**config.mk**
```make
export PLATFORM = sky130hd
export DESIGN_NAME = avcc_to_annexb_converter_top
export DESIGN_NICKNAME = d
export VERILOG_FILES = /design/src/a2b_pkg.sv /design/src/a2b_ram.sv /design/src/avcc_to_annexb_converter_top.sv
export SDC_FILE = /design/constraint.sdc
export NUM_CORES = 1
export LEC_CHECK = 0
export ABC_CLOCK_PERIOD_IN_PS = 3400
export BUFFER_PORTS_ARGS = -buffer_cell sky130_fd_sc_hd__buf_2
export CAP_MARGIN = 20
export CORE_AREA = 10 10 239 241
export CTS_CLUSTER_DIAMETER = 120
export DETAILED_ROUTE_END_ITERATION = 10
export DIE_AREA = 0 0 249 251
export PLACE_DENSITY = 0.75
export SLEW_MARGIN = 20
export SYNTH_ARGS = -nofsm -noshare
export SYNTH_HDL_FRONTEND = slang
export SYNTH_SLANG_ARGS = --single-unit
```
**constraint.sdc**
```tcl
create_clock -name clk -period 3.4 [get_ports clk]
set_input_delay 0.51 -clock clk [delete_from_list [all_inputs] [get_ports clk]]
set_output_delay 0.51 -clock clk [all_outputs]
set_load 0.05 [all_outputs]
```
**src/a2b_pkg.sv**
```systemverilog
// Package with shared types and constants of the AVCC to Annex B converter.
package a2b_pkg;

    localparam int HEADER_BYTES = 56;
    localparam int ADDR_W = $clog2(HEADER_BYTES);
    localparam int CNT_W = $clog2(HEADER_BYTES + 1);

    localparam logic [1:0] KIND_BYTE = 2'd0;
    localparam logic [1:0] KIND_PERR = 2'd1;
    localparam logic [1:0] KIND_LOAD = 2'd2;

    typedef struct packed {
        logic             we;
        logic [ADDR_W-1:0] waddr;
        logic [7:0]       wdata;
        logic             re;
        logic [ADDR_W-1:0] raddr;
    } mem_req_t;

endpackage

```
**src/a2b_ram.sv**
```systemverilog
// Header store: one write port, one registered read port.
module a2b_ram (
    input  logic              clk,
    input  a2b_pkg::mem_req_t req,
    output logic [7:0]        rdata
);

    logic [7:0] mem_reg [a2b_pkg::HEADER_BYTES];

    always_ff @(posedge clk)
    begin
        if (req.we)
        begin
            mem_reg[req.waddr] <= req.wdata;
        end
        if (req.re)
        begin
            rdata <= mem_reg[req.raddr];
        end
    end

endmodule

```
**src/avcc_to_annexb_converter_top.sv**
```systemverilog
// Top level of the AVCC to Annex B converter.
//
// Channel | Signals                                   | Direction
// in      | valid ready mode in_byte last             | sink
// out     | out_valid out_ready kind out_byte run_last ... | source
//
// A packet item is accepted in S_IDLE and then yields its results one per
// cycle while the output is not stalled: the stored header, the start code,
// the NAL byte and an error report, as the item needs. The first header read
// is issued at acceptance, so the read latency of the store adds no wait. A
// load report is set at the accepting edge, and a size byte that opens a stored
// unit goes through S_WSC to write its start code into the store.
// Reset is asynchronous and clears all control state; the store is undefined.
// A stalled output holds the block; the output register holds the result.
module avcc_to_annexb_converter_top (
    input  logic       clk,
    input  logic       rst_n,
    input  logic       valid,
    output logic       ready,
    input  logic       mode,
    input  logic [7:0] in_byte,
    input  logic       last,
    output logic       out_valid,
    input  logic       out_ready,
    output logic [1:0] kind,
    output logic [7:0] out_byte,
    output logic       run_last,
    output logic       sps_present,
    output logic       pps_present,
    output logic       header_error,
    output logic [5:0] header_length
);

    localparam int AW = a2b_pkg::ADDR_W;
    localparam int CW = a2b_pkg::CNT_W;

    // Load phases.
    localparam logic [2:0] LD_SKIP = 3'd0, LD_SPSN = 3'd1, LD_SZHI = 3'd2,
        LD_SZLO = 3'd3, LD_BODY = 3'd4, LD_PPSN = 3'd5, LD_DONE = 3'd6,
        LD_FAIL = 3'd7;
    localparam logic [1:0] PK_PREFIX = 2'd0, PK_FIRST = 2'd1, PK_REST = 2'd2;

    // Sequencer for one item.
    typedef enum logic [5:0] {
        S_IDLE  = 6'b000001,
        S_HREAD = 6'b000010,  // header byte being read from the store
        S_SC    = 6'b000100,  // start code bytes
        S_BODY  = 6'b001000,  // the NAL byte itself
        S_ERR   = 6'b010000,  // packet error report
        S_WSC   = 6'b100000   // writing a unit start code into the store
    } seq_t;

    seq_t state_reg, state_next;

    logic [CW-1:0] header_count_reg, header_count_next;
    logic          header_ok_reg, header_ok_next;
    logic [2:0]    load_phase_reg, load_phase_next;
    logic [7:0]    units_reg, units_next;
    logic [15:0]   lbytes_reg, lbytes_next;
    logic [1:0]    seen_reg, seen_next;
    logic [1:0]    pphase_reg, pphase_next;
    logic [1:0]    pidx_reg, pidx_next;
    logic [31:0]   accum_reg, accum_next;
    logic [30:0]   pleft_reg, pleft_next;
    logic          first_reg, first_next;
    logic          drop_reg, drop_next;

    // Per-item work latched at acceptance.
    logic [CW-1:0] hcnt_reg, hcnt_next;     // header bytes left to emit
    logic [AW-1:0] hptr_reg, hptr_next;
    logic [2:0]    sc_reg, sc_next;         // start code bytes left
    logic          body_reg, body_next;     // emit byte after start code
    logic          err_reg, err_next;       // emit error report at end
    logic [7:0]    b_reg, b_next;
    logic [1:0]    wsc_reg, wsc_next;       // start code write index
    logic [CW-1:0] wbase_reg, wbase_next;

    logic          ov_reg, ov_next;
    logic [1:0]    okind_reg, okind_next;
    logic [7:0]    obyte_reg, obyte_next;
    logic          olast_reg, olast_next;
    logic          osps_reg, osps_next, opps_reg, opps_next, oerr_reg, oerr_next;
    logic [5:0]    olen_reg, olen_next;

    a2b_pkg::mem_req_t req;
    logic [7:0] rdata;

    a2b_ram u_ram (.clk(clk), .req(req), .rdata(rdata));

    logic can_out;
    assign can_out = !ov_reg || out_ready;
    assign ready = (state_reg == S_IDLE) && can_out;
    logic acc;
    assign acc = valid && ready;

    assign out_valid = ov_reg;
    assign kind = okind_reg;
    assign out_byte = obyte_reg;
    assign run_last = olast_reg;
    assign sps_present = osps_reg;
    assign pps_present = opps_reg;
    assign header_error = oerr_reg;
    assign header_length = olen_reg;

    logic [16:0] need;
    logic [7:0]  cnt;
    logic [30:0] pl1;

    always_comb
    begin
        state_next = state_reg;
        header_count_next = header_count_reg;
        header_ok_next = header_ok_reg;
        load_phase_next = load_phase_reg;
        units_next = units_reg;
        lbytes_next = lbytes_reg;
        seen_next = seen_reg;
        pphase_next = pphase_reg;
        pidx_next = pidx_reg;
        accum_next = accum_reg;
        pleft_next = pleft_reg;
        first_next = first_reg;
        drop_next = drop_reg;
        hcnt_next = hcnt_reg;
        hptr_next = hptr_reg;
        sc_next = sc_reg;
        body_next = body_reg;
        err_next = err_reg;
        b_next = b_reg;
        wsc_next = wsc_reg;
        wbase_next = wbase_reg;
        ov_next = ov_reg && !out_ready;
        okind_next = okind_reg;
        obyte_next = obyte_reg;
        olast_next = olast_reg;
        osps_next = osps_reg;
        opps_next = opps_reg;
        oerr_next = oerr_reg;
        olen_next = olen_reg;
        req = '0;
        need = '0;
        cnt = '0;
        pl1 = pleft_reg - 31'd1;

        unique case (state_reg)
            S_IDLE:
            begin
                if (acc)
                begin
                    hcnt_next = '0;
                    hptr_next = '0;
                    sc_next = '0;
                    body_next = 1'b0;
                    err_next = 1'b0;
                    b_next = in_byte;
                    if (!mode)
                    begin
                        unique case (load_phase_reg)
                            LD_SKIP:
                            begin
                                if (lbytes_reg == 16'd0)
                                begin
                                    header_ok_next = 1'b0;
                                    header_count_next = '0;
                                    seen_next = '0;
                                end
                                if (lbytes_reg >= 16'd4)
                                begin
                                    lbytes_next = '0;
                                    load_phase_next = LD_SPSN;
                                end
                                else
                                begin
                                    lbytes_next = lbytes_reg + 16'd1;
                                end
                            end
                            LD_SPSN, LD_PPSN:
                            begin
                                cnt = (load_phase_reg == LD_SPSN) ?
                                    {3'd0, in_byte[4:0]} : in_byte;
                                if (cnt != 8'd0)
                                begin
                                    seen_next = seen_reg |
                                        ((load_phase_reg == LD_SPSN) ? 2'b01 : 2'b10);
                                    units_next = cnt;
                                    load_phase_next = LD_SZHI;
                                end
                                else
                                begin
                                    load_phase_next = (load_phase_reg == LD_SPSN) ?
                                        LD_PPSN : LD_DONE;
                                end
                            end
                            LD_SZHI:
                            begin
                                lbytes_next = {in_byte, 8'd0};
                                load_phase_next = LD_SZLO;
                            end
                            LD_SZLO:
                            begin
                                lbytes_next = {lbytes_reg[15:8], in_byte};
                                need = 17'(header_count_reg) + 17'd4 +
                                    {1'b0, lbytes_reg[15:8], in_byte};
                                if (need > 17'(a2b_pkg::HEADER_BYTES))
                                begin
                                    header_count_next = '0;
                                    load_phase_next = LD_FAIL;
                                end
                                else
                                begin
                                    // Start code goes to the store in S_WSC.
                                    wbase_next = header_count_reg;
                                    wsc_next = 2'd0;
                                    state_next = S_WSC;
                                    header_count_next = header_count_reg + CW'(4);
                                    if ({lbytes_reg[15:8], in_byte} == 16'd0)
                                    begin
                                        units_next = units_reg - 8'd1;
                                        if (units_reg == 8'd1)
                                            load_phase_next = seen_reg[1] ?
                                                LD_DONE : LD_PPSN;
                                        else
                                            load_phase_next = LD_SZHI;
                                    end
                                    else
                                    begin
                                        load_phase_next = LD_BODY;
                                    end
                                end
                            end
                            LD_BODY:
                            begin
                                if (header_count_reg < CW'(a2b_pkg::HEADER_BYTES))
                                begin
                                    req.we = 1'b1;
                                    req.waddr = AW'(header_count_reg);
                                    req.wdata = in_byte;
                                    header_count_next = header_count_reg + CW'(1);
                                end
                                lbytes_next = lbytes_reg - 16'd1;
                                if (lbytes_reg == 16'd1)
                                begin
                                    units_next = units_reg - 8'd1;
                                    if (units_reg == 8'd1)
                                        load_phase_next = seen_reg[1] ? LD_DONE : LD_PPSN;
                                    else
                                        load_phase_next = LD_SZHI;
                                end
                            end
                            default:
                            begin
                            end
                        endcase
                        if (last)
                        begin
                            ov_next = 1'b1;
                            okind_next = a2b_pkg::KIND_LOAD;
                            obyte_next = '0;
                            olast_next = 1'b1;
                            // The final phase is known only from the updates above.
                            if (load_phase_next == LD_DONE)
                            begin
                                header_ok_next = 1'b1;
                                osps_next = seen_next[0];
                                opps_next = seen_next[1];
                                oerr_next = 1'b0;
                                olen_next = 6'(header_count_next);
                            end
                            else
                            begin
                                header_ok_next = 1'b0;
                                header_count_next = '0;
                                osps_next = 1'b0;
                                opps_next = 1'b0;
                                oerr_next = 1'b1;
                                olen_next = '0;
                            end
                            load_phase_next = LD_SKIP;
                            lbytes_next = '0;
                            units_next = '0;
                        end
                    end
                    else if (drop_reg)
                    begin
                        if (last)
                        begin
                            pphase_next = PK_PREFIX;
                            pidx_next = '0;
                            accum_next = '0;
                            pleft_next = '0;
                            first_next = 1'b1;
                            drop_next = 1'b0;
                        end
                    end
                    else
                    begin
                        case (pphase_reg)
                            PK_PREFIX:
                            begin
                                accum_next = {accum_reg[23:0], in_byte};
                                pidx_next = pidx_reg + 2'd1;
                                if (pidx_reg == 2'd3)
                                begin
                                    if (accum_reg[23])
                                    begin
                                        err_next = 1'b1;
                                        pidx_next = '0;
                                        accum_next = '0;
                                        pleft_next = '0;
                                        first_next = 1'b1;
                                        drop_next = !last;
                                    end
                                    else
                                    begin
                                        pleft_next = {accum_reg[22:0], in_byte};
                                        accum_next = '0;
                                        if ({accum_reg[22:0], in_byte} == 31'd0)
                                            sc_next = first_reg ? 3'd4 : 3'd3;
                                        else
                                            pphase_next = PK_FIRST;
                                    end
                                end
                            end
                            PK_FIRST:
                            begin
                                if (!(last && pleft_reg > 31'd1))
                                begin
                                    if (in_byte[4:0] == 5'd5 && header_ok_reg)
                                        hcnt_next = header_count_reg;
                                    sc_next = first_reg ? 3'd4 : 3'd3;
                                    body_next = 1'b1;
                                    pleft_next = pl1;
                                    pphase_next = (pl1 != 31'd0) ? PK_REST : PK_PREFIX;
                                end
                            end
                            default:
                            begin
                                body_next = 1'b1;
                                pleft_next = pl1;
                                if (pl1 == 31'd0)
                                    pphase_next = PK_PREFIX;
                            end
                        endcase
                        if (last && !(pidx_reg == 2'd3 && accum_reg[23]))
                        begin
                            if (pphase_next != PK_PREFIX || pidx_next != 2'd0)
                                err_next = 1'b1;
                            pphase_next = PK_PREFIX;
                            pidx_next = '0;
                            accum_next = '0;
                            pleft_next = '0;
                            first_next = 1'b1;
                            drop_next = 1'b0;
                        end
                        else if (sc_next != 3'd0)
                        begin
                            first_next = 1'b0;
                        end
                        if (last && sc_next != 3'd0)
                            first_next = 1'b1;
                        if (hcnt_next != '0)
                        begin
                            req.re = 1'b1;
                            req.raddr = '0;
                            hptr_next = AW'(1);
                            state_next = S_HREAD;
                        end
                        else if (sc_next != 3'd0)
                            state_next = S_SC;
                        else if (body_next)
                            state_next = S_BODY;
                        else if (err_next)
                            state_next = S_ERR;
                    end
                end
            end
            S_WSC:
            begin
                req.we = 1'b1;
                req.waddr = AW'(wbase_reg + CW'(wsc_reg));
                req.wdata = (wsc_reg == 2'd3) ? 8'd1 : 8'd0;
                wsc_next = wsc_reg + 2'd1;
                if (wsc_reg == 2'd3)
                    state_next = S_IDLE;
            end
            default:
            begin
                if (can_out)
                begin
                    ov_next = 1'b1;
                    okind_next = a2b_pkg::KIND_BYTE;
                    olast_next = 1'b0;
                    osps_next = 1'b0;
                    opps_next = 1'b0;
                    oerr_next = 1'b0;
                    olen_next = '0;
                    unique case (state_reg)
                        S_HREAD:
                        begin
                            obyte_next = rdata;
                            hcnt_next = hcnt_reg - CW'(1);
                            if (hcnt_reg != CW'(1))
                            begin
                                req.re = 1'b1;
                                req.raddr = hptr_reg;
                                hptr_next = hptr_reg + AW'(1);
                            end
                            else
                                state_next = S_SC;
                        end
                        S_SC:
                        begin
                            obyte_next = (sc_reg == 3'd1) ? 8'd1 : 8'd0;
                            sc_next = sc_reg - 3'd1;
                            if (sc_reg == 3'd1)
                            begin
                                if (body_reg)
                                    state_next = S_BODY;
                                else if (err_reg)
                                    state_next = S_ERR;
                                else
                                begin
                                    olast_next = 1'b1;
                                    state_next = S_IDLE;
                                end
                            end
                        end
                        S_BODY:
                        begin
                            obyte_next = b_reg;
                            if (err_reg)
                                state_next = S_ERR;
                            else
                            begin
                                olast_next = 1'b1;
                                state_next = S_IDLE;
                            end
                        end
                        default:
                        begin
                            okind_next = a2b_pkg::KIND_PERR;
                            obyte_next = '0;
                            olast_next = 1'b1;
                            state_next = S_IDLE;
                        end
                    endcase
                end
            end
        endcase
    end

    always_ff @(posedge clk or negedge rst_n)
    begin
        if (!rst_n)
        begin
            state_reg <= S_IDLE;
            header_count_reg <= '0;
            header_ok_reg <= 1'b0;
            load_phase_reg <= LD_SKIP;
            units_reg <= '0;
            lbytes_reg <= '0;
            seen_reg <= '0;
            pphase_reg <= PK_PREFIX;
            pidx_reg <= '0;
            accum_reg <= '0;
            pleft_reg <= '0;
            first_reg <= 1'b1;
            drop_reg <= 1'b0;
            hcnt_reg <= '0;
            sc_reg <= '0;
            body_reg <= 1'b0;
            err_reg <= 1'b0;
            wsc_reg <= '0;
            ov_reg <= 1'b0;
        end
        else
        begin
            state_reg <= state_next;
            header_count_reg <= header_count_next;
            header_ok_reg <= header_ok_next;
            load_phase_reg <= load_phase_next;
            units_reg <= units_next;
            lbytes_reg <= lbytes_next;
            seen_reg <= seen_next;
            pphase_reg <= pphase_next;
            pidx_reg <= pidx_next;
            accum_reg <= accum_next;
            pleft_reg <= pleft_next;
            first_reg <= first_next;
            drop_reg <= drop_next;
            hcnt_reg <= hcnt_next;
            sc_reg <= sc_next;
            body_reg <= body_next;
            err_reg <= err_next;
            wsc_reg <= wsc_next;
            ov_reg <= ov_next;
        end
    end

    always_ff @(posedge clk)
    begin
        hptr_reg <= hptr_next;
        b_reg <= b_next;
        wbase_reg <= wbase_next;
        okind_reg <= okind_next;
        obyte_reg <= obyte_next;
        olast_reg <= olast_next;
        osps_reg <= osps_next;
        opps_reg <= opps_next;
        oerr_reg <= oerr_next;
        olen_reg <= olen_next;
    end

endmodule

```
==> impl_metrics.csv, run 1 <==
group,metric,value,unit
outcome,status,"finished, violations left",
outcome,violations,"setup timing",
pwr,p_switching,8150,uW
yosys,ys_ff_latch,613,
worst_setup_path,cp.arrival,4.01,ns
timing,timing.fmax,285,MHz
placed_design,dp_hpwl,49500,um
routing,drt_iter0_markers,2516,
hold_path,whs_endpoint,"accum_reg[6]",
clock_network,cts.sinks,613,
placed_design,gp_congestion,0.899,
yosys,syn_nets,2466,
routing,dr_total_vias,21300,
yosys,yosys-top-cells-area,"edfxtp_1, dfrtp_1, nand2_1, nor2_1, o21ai_0",
timing,final-hold-violation-count,0,
clock_network,clockBufferDepth,3,
worst_setup_path,timing.rr.end,"header_length[4]",
worst_setup_path,endpoint_kind,"register",
pwr,power_density,710,nW/um^2
yosys,synth_area_leader_cell,"edfxtp_1",
hold_path,hold_path_class,"in2reg",
final_layout,layout-drive-gt1-share,19.8,%
worst_setup_path,critPathSlowestCell,"fa_2",
pwr,internal_power,15600,uW
routing,routedWlPerCell,23.4,um
grt,grt_max_degree,60,
yosys,synth_edf_count,496,
worst_setup_path,crit_chain,"ha_1 -> ha_2 -> inv_2 -> fa_2 -> nor3b_4 -> buf_4 -> nor3_2 -> nand3_1 -> o211a_1 -> and4_4 -> nand4_1 -> o41ai_4 -> buf_4 -> nand3_4 -> buf_6 -> nor2_2",
hold_path,min_path_cells,3,
timing,tns,-0.563,ns
clock_network,cts-root-buf,"clkbuf_16",
clock_network,cts_max_level,2,
worst_setup_path,critical_path.most_common_cell,"buf_4",
grt,antenna_found_initial,2,
final_layout,largest_reg_flops,448,
routing,totalWireLength,78400,um
final_layout,finalInstanceArea,33500,um^2
floorplanning,rows,84,
worst_setup_path,rrSetupSlack,-0.11,ns
grt,grt_remaining_overflow,0,
timing,timing.final.crit_share,103,%
final_layout,register_area,17800,um^2
pwr,leakagePower,0.0131,uW
timing,min_period,3.51,ns
worst_setup_path,ff2ff_path_depth,16,
yosys,syn_inst,2419,
final_layout,area_delta_synth_final,17.7,%
pwr,pwr-share-comb,30.8,%
floorplanning,initial_core_util,54.4,%
floorplanning,core,52200,um^2
pwr,power.share.switching,34.3,%
clock_network,clkTransAtPathRegs,0.06,ns
floorplanning,chipHeight,251,um
placed_design,placed_area,30800,um^2
clock_network,cts_made_buffers,60,
grt,grt_pass1_vias,21000,
yosys,synthFlopType,"edfxtp_1",
worst_setup_path,path_buf_inv,4,
worst_setup_path,cp.required,3.90,ns
clock_network,cts_tree,"built",
final_layout,multi_input_area,10300,um^2
worst_setup_path,max_stage_delay,0.53,ns
clock_network,clk_latency,0.64,ns
placed_design,io_buffers,35,
worst_setup_path,crit_family,"adder cells",
timing,finalSetupViolCount,10,
worst_setup_path,cp-start-kind,"register",
worst_setup_path,path_max_fanout,7,
pwr,clkPwrFrac,29.3,%
worst_setup_path,worstReg2RegStart,"header_count_reg[1]",
grt,grtUsageTotal,24.3,%
floorplanning,die_w,249,um
final_layout,nNetsFinal,2655,
routing,ant_nets,0,
yosys,synth_cell_types,91,
routing,remaining_drc_errors,0,
final_layout,antennaDiodeCount,0,
hold_path,worstHoldStart,"in_byte[6]",
floorplanning,die_area,62500,um^2
timing,fin_skew,0.0284,ns
worst_setup_path,path_class,"reg2reg",
yosys,yosysWarnings,0,
placed_design,dp.cells,3222,
yosys,syn-cell-area,28400,um^2
timing,fin_ws,-0.109,ns
grt,grt_first_pass_wirelength,121000,um
final_layout,n_fill_cell,3802,
timing,rsz0062_at_grt,"true",
routing,first_pass_iters,6,
pwr,peakVddDrop,0.000550,V
final_layout,stdcell_count,3347,
floorplanning,pin_count,36,
timing,maxSlewHeadroom,36.0,%
timing,finalMaxSlewViolations,0,
yosys,seq_area_frac_synth,62.7,%
timing,tightestPinTransition,0.956,ns
flow_run,drv_cap,0,
routing,routed_via_density,6.36,
yosys,yosysTopAreaCellShare,52.4,%
yosys,async_flop_share,19.1,%
pwr,pwr-share-seq,39.9,%
yosys,avgSynthCellArea,11.8,um^2
[Yosys cell counts, types with 34 or more instances]
cell type,instances
a21oi_1,149
nand2_1,304
clkbuf_1,114
mux2i_1,50
dfrtp_1,115
inv_1,34
o22ai_1,44
nand2b_1,42
o21ai_0,168
edfxtp_1,496
nor3_1,72
nand3_1,67
nor4_1,47
nor2_1,243
[area by class of cell]
type / count / area share [%]
sequential: 613 / 53.3
multi-input combinational: 1627 / 30.8
timing repair buffer: 269 / 6.71
clock buffer: 82 / 5.01
tap: 688 / 2.57
clock inverter: 31 / 1.19
inverter: 37 / 0.415
[cell families after synthesis]
| family | count (synthesis) | synth area share, % |
|---|---|---|
| flip-flops | 613 | 62.7 |
| adder cells (fa/ha/maj) | 33 | 1.51 |
| AND/OR/NAND/NOR | 913 | 15.2 |
| AO/OA/AOI/OAI | 549 | 11.8 |
| multiplexers | 104 | 5.22 |
| XOR/XNOR | 28 | 0.863 |
| buffers and inverters | 179 | 2.68 |
[worst register-to-register path, delay by kind of cell, from the launching register on]
family	cells	cell delay, ns
AO/OA/AOI/OAI	2	0.53
adder cells (fa/ha/maj)	3	1.01
buffers and inverters	4	0.54
flip-flops	1	0.42
AND/OR/NAND/NOR	7	0.90
[worst max-delay path by stage]
stage                              startpoint          endpoint  cells after the start
final                     header_count_reg[1]  header_length[4]                     16
after global routing      header_count_reg[1]  header_length[2]                     15
after CTS                 header_count_reg[1]  header_length[5]                     14
after detailed placement          hcnt_reg[1]    u_ram.rdata[4]                     12
after global placement             in_byte[1]  header_length[4]                     15
after floorplan                    in_byte[2]      state_reg[2]                     13
[cell usage in the layout, fill, tap and decap left out, types with 10 or more instances in the layout]
master / instances
a211oi_1: 16
a21oi_1: 143
a22o_1: 20
a22oi_1: 23
a31oi_1: 19
and2_1: 10
buf_12: 17
buf_2: 34
buf_4: 208
clkbuf_1: 16
clkbuf_16: 65
clkinv_2: 10
dfrtp_1: 114
edfxtp_1: 496
ha_1: 29
inv_1: 33
mux2_2: 18
mux2i_1: 49
mux4_2: 32
nand2_1: 299
nand2b_1: 42
nand3_1: 63
nand4_1: 14
nor2_1: 238
nor2b_1: 10
nor3_1: 65
nor3b_1: 10
nor4_1: 34
nor4_2: 15
o211ai_1: 13
o21ai_0: 162
o22ai_1: 43
o31ai_1: 22
or3_1: 17
xnor2_1: 16
xor2_1: 10
[what timing repair did]
| item | CTS | global route |
|---|---|---|
| gates cloned | 1 | 2 |
| endpoints found under the setup margin | 21 | 389 |
| endpoints found under the hold margin | 7 | 0 |
| resized for setup | 28 | 66 |
| hold buffers | 1 | 0 |
| pin swaps | 2 | 32 |
| buffers inserted | 3 | 7 |
[power groups by stage]
| stage | sequential (uW) | combinational (uW) | clock (uW) |
|---|---|---|---|
| finish | 9480 | 7310 | 6950 |
| global route | 9550 | 7960 | 7330 |
| CTS | 9450 | 6980 | 7010 |
| detailed placement | 9580 | 6870 | 0 |
| global placement | 9550 | 6730 | 0 |
| floorplan | 9630 | 4560 | 0 |
[stage by stage]
step | total power (uW) | worst slack [ns] | utilization, % | hold slack, ns
final | 23700 | -0.109 | 64.1 | 0.298
after global routing | 24800 | -0.214 | 64.1 | 0.266
after CTS | 23400 | -0.0174 | 63.4 | 0.272
after detailed placement | 16500 | -0.214 | 59.1 | 0.487
after global placement | 16300 | -0.173 | 59.0 | 0.474
after floorplan | 14200 | 0.00466 | - | 0.214
[metal layers]
| metal | vias to the layer above | GRT usage (%) | part of all wire [%] |
|---|---|---|---|
| met5 | - | 0 | 0 |
| met4 | 0 | 8.28 | 3.7 |
| met3 | 197 | 3.94 | 9.2 |
| met2 | 1183 | 40.0 | 48 |
| met1 | 10500 | 32.5 | 39 |
| li1 | 9438 | - | - |
Note: power is estimated with default switching activity, not from simulation.
==> run 2, diff against run 1 <==
Settings changed: CORE_AREA 10 10 239 241 to 2 2 231 233, DIE_AREA 0 0 249 251 to 0 0 233 235, SYNTH_HIERARCHICAL set to 1.
==> impl_metrics.csv, run 2 <==
group,metric,value,unit
timing,timing.fmax,293,MHz
final_layout,largest_reg_flops,448,
timing,tns,-0.0775,ns
outcome,violations,"setup timing",
yosys,synth_edf_count,496,
timing,fin_ws,-0.0180,ns
routing,ant_nets,0,
placed_design,gp_congestion,0.941,
hold_path,hold_path_class,"in2reg",
yosys,syn-cell-area,28400,um^2
clock_network,clkTransAtPathRegs,0.06,ns
worst_setup_path,path_buf_inv,5,
clock_network,cts.sinks,613,
final_layout,final_common_cell,"edfxtp_1",
floorplanning,core,52200,um^2
timing,rsz0062_at_grt,"true",
clock_network,clk_latency,0.65,ns
clock_network,cts_tree,"built",
grt,grt_pass1_vias,19100,
yosys,synth.most_common_cell,"edfxtp_1",
timing,finalMaxSlewViolations,0,
worst_setup_path,cp.required,3.80,ns
clock_network,cts-root-buf,"clkbuf_16",
clock_network,clockBufferDepth,3,
routing,remaining_drc_errors,0,
floorplanning,die_area,54800,um^2
floorplanning,chipHeight,235,um
timing,tightestPinTransition,0.803,ns
floorplanning,initial_core_util,54.3,%
worst_setup_path,path_max_fanout,8,
yosys,yosys-top-cells-count,"edfxtp_1, nand2_1, nor2_1",
yosys,seq_area_frac_synth,62.8,%
pwr,leakagePower,0.0110,uW
final_layout,nNetsFinal,2375,
grt,grt_remaining_overflow,0,
grt,grt_first_pass_wirelength,114000,um
placed_design,dp_worst_setup_slack,-0.331,ns
placed_design,dp_hpwl,48100,um
yosys,avgSynthCellArea,13.5,um^2
routing,routedWlPerCell,24.9,um
routing,drt_iter0_markers,2334,
final_layout,layout-drive-gt1-share,28.8,%
yosys,async_flop_share,19.1,%
timing,final-hold-violation-count,0,
timing,finalSetupViolCount,6,
pwr,peakVddDrop,0.000502,V
final_layout,n_fill_cell,3438,
final_layout,antennaDiodeCount,0,
timing,maxSlewHeadroom,46.0,%
grt,grtUsageTotal,27.2,%
final_layout,layout_common_cells,"edfxtp_1, buf_4, nand2_1, nor2_1, o21ai_0",
routing,first_pass_iters,6,
yosys,synth_area_leader_cell,"edfxtp_1",
yosys,synthFlopType,"edfxtp_1",
grt,grt_max_degree,57,
routing,routed_via_density,6.43,
timing,fin_skew,0.0477,ns
worst_setup_path,cp.arrival,3.81,ns
routing,totalWireLength,76100,um
worst_setup_path,critPathSlowestCell,"or4_4",
worst_setup_path,endpoint_kind,"register",
floorplanning,die_w,233,um
worst_setup_path,max_stage_delay,0.57,ns
routing,dr_total_vias,19700,
grt,antenna_found_initial,0,
worst_setup_path,crit_family,"simple AND/OR/NAND/NOR gates",
placed_design,io_buffers,35,
worst_setup_path,path_class,"reg2reg",
yosys,yosys-top-cells-area,"edfxtp_1, dfrtp_1, mux4_2, mux2i_1, nand2_1",
yosys,syn_inst,2096,
flow_run,drv_cap,0,
yosys,synth_cell_types,98,
timing,timing.final.crit_share,101,%
clock_network,cts_made_buffers,61,
outcome,status,"finished, violations left",
worst_setup_path,critical_path.most_common_cell,"buf_12",
timing,min_period,3.42,ns
yosys,yosysWarnings,6,
yosys,syn_nets,2143,
yosys,yosysTopAreaCellShare,52.5,%
final_layout,area_delta_synth_final,21.3,%
floorplanning,pin_count,36,
pwr,power_density,660,nW/um^2
yosys,ys_ff_latch,613,
floorplanning,rows,84,
worst_setup_path,crit_chain,"or4_4 -> or2_4 -> nor2_4 -> and3_4 -> buf_12 -> buf_12 -> buf_16 -> buf_12 -> buf_6 -> mux4_2 -> mux2i_1 -> a22o_1 -> o31ai_1",
clock_network,cts_max_level,2,
worst_setup_path,cp-start-kind,"register",
pwr,finalPower,22700,uW
[run 2: changes by cell type after synthesis, sizes merged, moves of 26 or more]
cell,delta
nand3,-28
o22ai,-40
mux4,+61
nand2b,-26
nand2,-125
nor2,-69
clkbuf,-37
a21oi,-72
o21ai,-39
[run 2: cell families (layout without fill, tap and decap cells)]
kind of cell               count (synthesis)  count (layout)  synth area share [%]
xor gates and xnor gates                  30              30                 0.926
DFF                                      613             613                  62.8
buffers and inverters                    165             444                  3.00
adders and majority gates                 33              33                  1.51
and+or+nand+nor                          661             661                  11.4
AOI/OAI and AO/OA                        413             413                  9.54
muxes                                    181             181                  10.8
[run 2: power by group]
part	switching [uW]	total, uW	internal [uW]
Clock	2900	6650	3750
Sequential	666	9370	8710
Combinational	4210	6710	2500
[run 2: per-stage QoR]
stage | area (um^2) | hold slack (ns) | std cells | utilization [%]
floorplan | 28800 | 0.214 | 2096 | -
global route | 34400 | 0.287 | 3063 | 65.9
global placement | 31300 | 0.462 | 2913 | 59.9
CTS | 33800 | 0.241 | 3033 | 64.6
finish | 34400 | 0.271 | 3063 | 65.9
detailed placement | 31300 | 0.478 | 2913 | 59.9
[run 2: per-layer routing]
metal	share of wire (%)	global-route usage (%)	up-vias
met3	8.9	5.16	179
met4	2.9	8.30	0
met5	0	0	-
li1	-	-	8596
met2	47	42.1	985
met1	41	39.3	9938
[run 2: cell type report]
class	instances	area, um^2	share of cell area (%)
flip-flops and latches	613	17800	51.8
multi-input cells	1318	10600	30.9
repair buffers	294	2970	8.62
clock buffers	72	1600	4.64
well taps	688	861	2.50
clock inverters	38	379	1.10
inverters	40	163	0.472
[run 2: path summary, 6_finish.rpt]
path | from | endpoint | slack [ns] | cells past startpoint
worst min register to register | seen_reg[0] | seen_reg[0] | 0.50 | 2
worst min-delay path | mode | state_reg[5] | 0.27 | 2
min in group asynchronous | rst_n | accum_reg[17] | 0.39 | 2
worst max register to register | state_reg[5] | u_ram/rdata[3] | -0.02 | 13
max in group asynchronous | rst_n | units_reg[3] | 2.19 | 3
worst max-delay path | state_reg[5] | u_ram/rdata[3] | -0.02 | 13
[run 2: what timing repair did]
item | in CTS | in global routing
pin swaps | 14 | 38
hold endpoints to repair | 36 | 0
resized for setup | 64 | 98
setup endpoints to repair | 253 | 413
gates cloned | 3 | 2
hold buffers | 1 | 0
buffers inserted | 6 | 29
[run 2: worst reg2reg max path: cells and delay by family (launching register included)]
kind                   cells  cell delay [ns]
and+or+nand+nor            4             1.19
muxes                      2             0.66
buffers and inverters      5             0.65
DFF                        1             0.40
AOI/OAI and AO/OA          2             0.28
